### config.mk
export PLATFORM = sky130hd
export DESIGN_NAME = wsst_queue
export DESIGN_NICKNAME = d
export VERILOG_FILES = /design/src/hdl/wsst_pkg.sv /design/src/hdl/wsst_queue.sv
export SDC_FILE = /design/constraint.sdc
export NUM_CORES = 1
export LEC_CHECK = 0
export ABC_CLOCK_PERIOD_IN_PS = 10200
export BUFFER_PORTS_ARGS = -buffer_cell sky130_fd_sc_hd__buf_4
export CAP_MARGIN = 10
export CORE_AREA = 2 2 117 130
export DETAILED_ROUTE_END_ITERATION = 6
export DIE_AREA = 0 0 119 132
export SLEW_MARGIN = 20
export SYNTH_ARGS = -nofsm -noshare
export SYNTH_HDL_FRONTEND = slang
export SYNTH_SLANG_ARGS = --single-unit
export TNS_END_PERCENT = 20
### constraint.sdc
create_clock -name clk -period 10.2 [get_ports clk]
set_clock_uncertainty 0.2 [all_clocks]
set_input_delay 2.55 -clock clk [delete_from_list [all_inputs] [get_ports clk]]
set_output_delay 2.55 -clock clk [all_outputs]
set_load 0.03 [all_outputs]
### src/hdl/wsst_pkg.sv
// ----------------------------------------------------------------------------
// wsst_pkg
// shared types and defaults for the systolic tile bank
// ----------------------------------------------------------------------------
package wsst_pkg;

  localparam int ARRAY_DIM_DEF        = 8;
  localparam int ACTS_PER_WORD_DEF    = 4;
  localparam int WEIGHTS_PER_WORD_DEF = 4;
  localparam int ACT_WIDTH_DEF        = 8;
  localparam int WEIGHT_WIDTH_DEF     = 8;
  localparam int TILE_COUNT_DEF       = 4;

  localparam int CMD_W  = 2;
  localparam int TILE_W = 2;
  localparam int POS_W  = 6;
  localparam int WORD_W = 32;

  typedef enum logic [CMD_W-1:0] {
    CMD_LOAD   = 2'd0,
    CMD_QUEUE  = 2'd1,
    CMD_STREAM = 2'd2,
    CMD_SIZE   = 2'd3
  } cmd_t;

  typedef struct packed {
    logic              in_range;
    cmd_t              cmd;
    logic [TILE_W-1:0] tile;
    logic [POS_W-1:0]  pos;
    logic [WORD_W-1:0] word;
  } op_t;

  typedef struct packed {
    logic full;
    logic not_empty;
  } q_stat_t;

endpackage

### src/hdl/wsst_queue.sv
// ----------------------------------------------------------------------------
// wsst_queue
// two-entry command queue between front and back
// ----------------------------------------------------------------------------
module wsst_queue import wsst_pkg::*; (
  input  logic    clk,
  input  logic    rst_n,
  input  logic    push,
  input  op_t     push_op,
  input  logic    pop,
  output op_t     head_op,
  output q_stat_t q_stat
);

  op_t        mem_r [2];
  logic       wr_ptr_r, wr_ptr_nxt;
  logic       rd_ptr_r, rd_ptr_nxt;
  logic [1:0] count_r, count_nxt;

  always_comb begin
    wr_ptr_nxt = push ? !wr_ptr_r : wr_ptr_r;
    rd_ptr_nxt = pop ? !rd_ptr_r : rd_ptr_r;
    count_nxt  = count_r + 2'(push) - 2'(pop);
  end

  always_ff @(posedge clk) begin
    if (!rst_n) begin
      wr_ptr_r <= 1'b0;
      rd_ptr_r <= 1'b0;
      count_r  <= 2'd0;
    end else begin
      wr_ptr_r <= wr_ptr_nxt;
      rd_ptr_r <= rd_ptr_nxt;
      count_r  <= count_nxt;
    end
  end

  always_ff @(posedge clk) begin
    if (push) begin
      mem_r[wr_ptr_r] <= push_op;
    end
  end

  assign head_op          = mem_r[rd_ptr_r];
  assign q_stat.full      = count_r[1];
  assign q_stat.not_empty = (count_r != 2'd0);

endmodule

==> impl_metrics.tcl <==
set metrics [dict create \
    post-route-period-util_pct 45.0 \
    ctsLongestPathBuffers 2 \
    groute.usage.overall_pct 8.43 \
    power.ir.vdd_worst_mv 0.0777 \
    ctsRootBufferMaster "sky130_fd_sc_hd__clkbuf_16" \
    fp.coreArea_mm2 0.0143 \
    clkSinkCount 91 \
    grt_first_pass_wirelength_um 9740 \
    dp_cells 433 \
    syn_nets 204 \
    synthDominantCellAreaShare_pct 73.0 \
    design.final.nets 301 \
    hold_path_startpoint "rd_ptr_r" \
    floorplan.die.width_um 119 \
    share_of_synthesized_area_occupied_by_flip_flops_and_latches_pct 75.8 \
    synth.distinct_cells 15 \
    worst_setup_slack_post_dpl_ns 5.94 \
    clk-insertion-delay-late_ns 0.34 \
    mappedNetlistArea_mm2 0.00354 \
    report.final.hold_viol_count 0 \
    timing.reg2reg.worst_path_depth 1 \
    wl_met1_um 2540 \
    cts_post_setup_buffers_inserted 0 \
    hp-class "reg -> reg" \
    cts_resized 0 \
    clkTransAtPathRegs_ns 0.06 \
    critPathRequiredTime_ns 7.45 \
    detail_route.iter0.violations 56 \
    place.detailed.hpwl_um 4050 \
    totalWireLength_um 6260 \
    number_of_buffers_inserted_during_clock_tree_synthesis 9 \
    flop_and_latch_count_out_of_synthesis 91 \
    globalplace.congestion 0.625 \
    synthCells 155 \
    grt_antenna_before_repair 0 \
    final.setup.tns_ns 0 \
    timing.rr.start "wr_ptr_r" \
    worstHoldPathCells 2 \
    fmax_ghz 0.218 \
    cts_tree "yes" \
    met2RoutedLength_um 3140 \
    drv_slew 0 \
    num_vias 1694 \
    run_status "finished clean" \
    flow.area_growth_from_synthesis_pct 33.3 \
    setup.worst_path.start_class "register" \
    vias_per_cell 3.77 \
    drtAntennaViolNets 0 \
    rows 46 \
    finalCriticalPeriod_ns 4.59 \
    maxUsedRoutingLayer "met4" \
    power_density_mw_per_mm2 203 \
    fin_ws_ns 5.61 \
    drtPass1Iterations 4 \
    stdcell_count 449 \
    flop2flop_setup_slack_ns 8.63 \
    worst_slew_margin_rel_pct 43.5 \
    critical_path_peak_fanout 43 \
    grt_overflow_total 0 \
    grt_setup_unrepaired "false" \
    critical_path.cell_chain "mux2_2, buf_4" \
    vias_in_the_first_global_route 1815 \
    initial_utilization_pct 24.7 \
    numPortBuffers 91 \
    number_of_synthesis_warnings 0 \
    drcViolationCount 0 \
    clock_tree.htree_level_count 3 \
    crit_slowest_cell "sky130_fd_sc_hd__dfxtp_4" \
    die_height_um 132 \
    num_antenna_cells 0 \
    setup-violations-final 0 \
    power.static_leakage_nw 1.84 \
    tightest_slew_ns 0.847 \
    crit-reg2reg-capture "mem_r[1][1]" \
    worstSetupPathType "reg -> out" \
    hold_buffers 0 \
    timing.critical_path.to_type "output pin" \
    totalPowerFinal_mw 0.956 \
    met3RoutedLength_um 421 \
    post_synth.cell_area_avg_um2 22.8 \
    max_cap_viol_count 0 \
    post_drt_wl_per_cell_um 13.9 \
    worst_path_largest_cell_delay_ns 0.86 \
    grt_start_max_net_pins 45 \
    timing.critical_path.arrival_ns 1.84 \
    synth.largest_area_cell "sky130_fd_sc_hd__edfxtp_1" \
    share_of_layout_cells_above_drive_strength_1_pct 59.5 \
    fp.dieArea_mm2 0.0157 \
    netlist_top_cells_area "sky130_fd_sc_hd__edfxtp_1 (73%), sky130_fd_sc_hd__mux2_4 (17%), sky130_fd_sc_hd__dfxtp_1 (2.8%)" \
    io_pins 92 \
]
layout by cell type, fill, tap and decap left out, types with 2 or more instances in the layout:
cell,Yosys,layout
sky130_fd_sc_hd__buf_4,1,92
sky130_fd_sc_hd__clkbuf_16,0,9
sky130_fd_sc_hd__inv_1,2,2
sky130_fd_sc_hd__ha_1,2,2
sky130_fd_sc_hd__nor2b_1,3,2
sky130_fd_sc_hd__bufinv_16,0,3
sky130_fd_sc_hd__clkinv_2,0,2
sky130_fd_sc_hd__dfxtp_1,5,4
sky130_fd_sc_hd__edfxtp_1,86,86
sky130_fd_sc_hd__mux2_4,40,40
sky130_fd_sc_hd__mux2_2,3,3
sky130_fd_sc_hd__and2_1,4,3
synth_stat cells:
cell type / n
sky130_fd_sc_hd__xnor3_1: 1
sky130_fd_sc_hd__buf_12: 4
sky130_fd_sc_hd__inv_1: 2
sky130_fd_sc_hd__xor2_1: 1
sky130_fd_sc_hd__nor2b_1: 3
sky130_fd_sc_hd__mux2_2: 3
sky130_fd_sc_hd__buf_6: 1
sky130_fd_sc_hd__ha_1: 2
sky130_fd_sc_hd__mux2_4: 40
sky130_fd_sc_hd__and2_1: 4
sky130_fd_sc_hd__edfxtp_1: 86
sky130_fd_sc_hd__or2_2: 1
sky130_fd_sc_hd__o21a_1: 1
sky130_fd_sc_hd__dfxtp_1: 5
sky130_fd_sc_hd__buf_4: 1
layout make-up:
cell class	count	area (µm²)
Inverter	2	7.51
Timing Repair Buffer	92	691
Clock inverter	6	104
Sequential cell	91	2690
Fill cell	1378	9620
Multi-Input combinational cell	56	758
Tap cell	192	240
Clock buffer	10	229
flip-flops by register name, summed over array words and instances, names as in the netlist, named ones only:
signal    flops
rd_ptr_r      1
wr_ptr_r      1
mem_r        86
count_r       2
routing by layer:
| metal | global-route usage, % | vias up |
|---|---|---|
| met5 | 0 | - |
| met4 | 4.76 | 0 |
| met3 | 3.85 | 12 |
| met2 | 13.5 | 55 |
| met1 | 9.24 | 836 |
| li1 | - | 791 |
cell families after synthesis:
group / Yosys count / share of synthesized area [%]
AO/OA/AOI/OAI: 1 / 0.212
XOR/XNOR: 2 / 0.884
adder cells (fa/ha/maj): 2 / 0.707
buffers and inverters: 8 / 3.01
flip-flops: 91 / 75.8
multiplexers: 43 / 17.9
AND/OR/NAND/NOR: 8 / 1.41
power by group:
part	total, mW	internal, mW	switching (mW)
sequential	0.447	0.432	0.0150
combinational	0.140	0.0704	0.0692
clock	0.370	0.238	0.132
total	0.956	0.740	0.217
critical path: cells and delay by family (launching register included):
kind	cells	cell delay (ns)
buffers and inverters	1	0.17
flip-flops	1	0.86
multiplexers	1	0.41
worst max path at each step:
stage | slack [ns] | depth (start not counted) | end | startpoint
CTS | 5.56 | 2 | head_op[1] | register
floorplan | 5.05 | 1 | mem_r[0][0] | push
global route | 5.48 | 2 | head_op[0] | register
finish | 5.61 | 2 | head_op[1] | register
detailed placement | 5.94 | 2 | head_op[1] | register
global placement | 5.95 | 2 | head_op[0] | register
metrics by stage:
stage | utilization [%] | hold WS, ns | instance area [µm²]
after CTS | 32.9 | 0.385 | 4710
after floorplan | - | 0.355 | 3540
after global placement | 30.6 | 0.359 | 4380
after global routing | 32.9 | 0.414 | 4720
after detailed placement | 30.6 | 0.365 | 4380
final | 32.9 | 0.375 | 4720
Power figures use the tool's default switching activity.
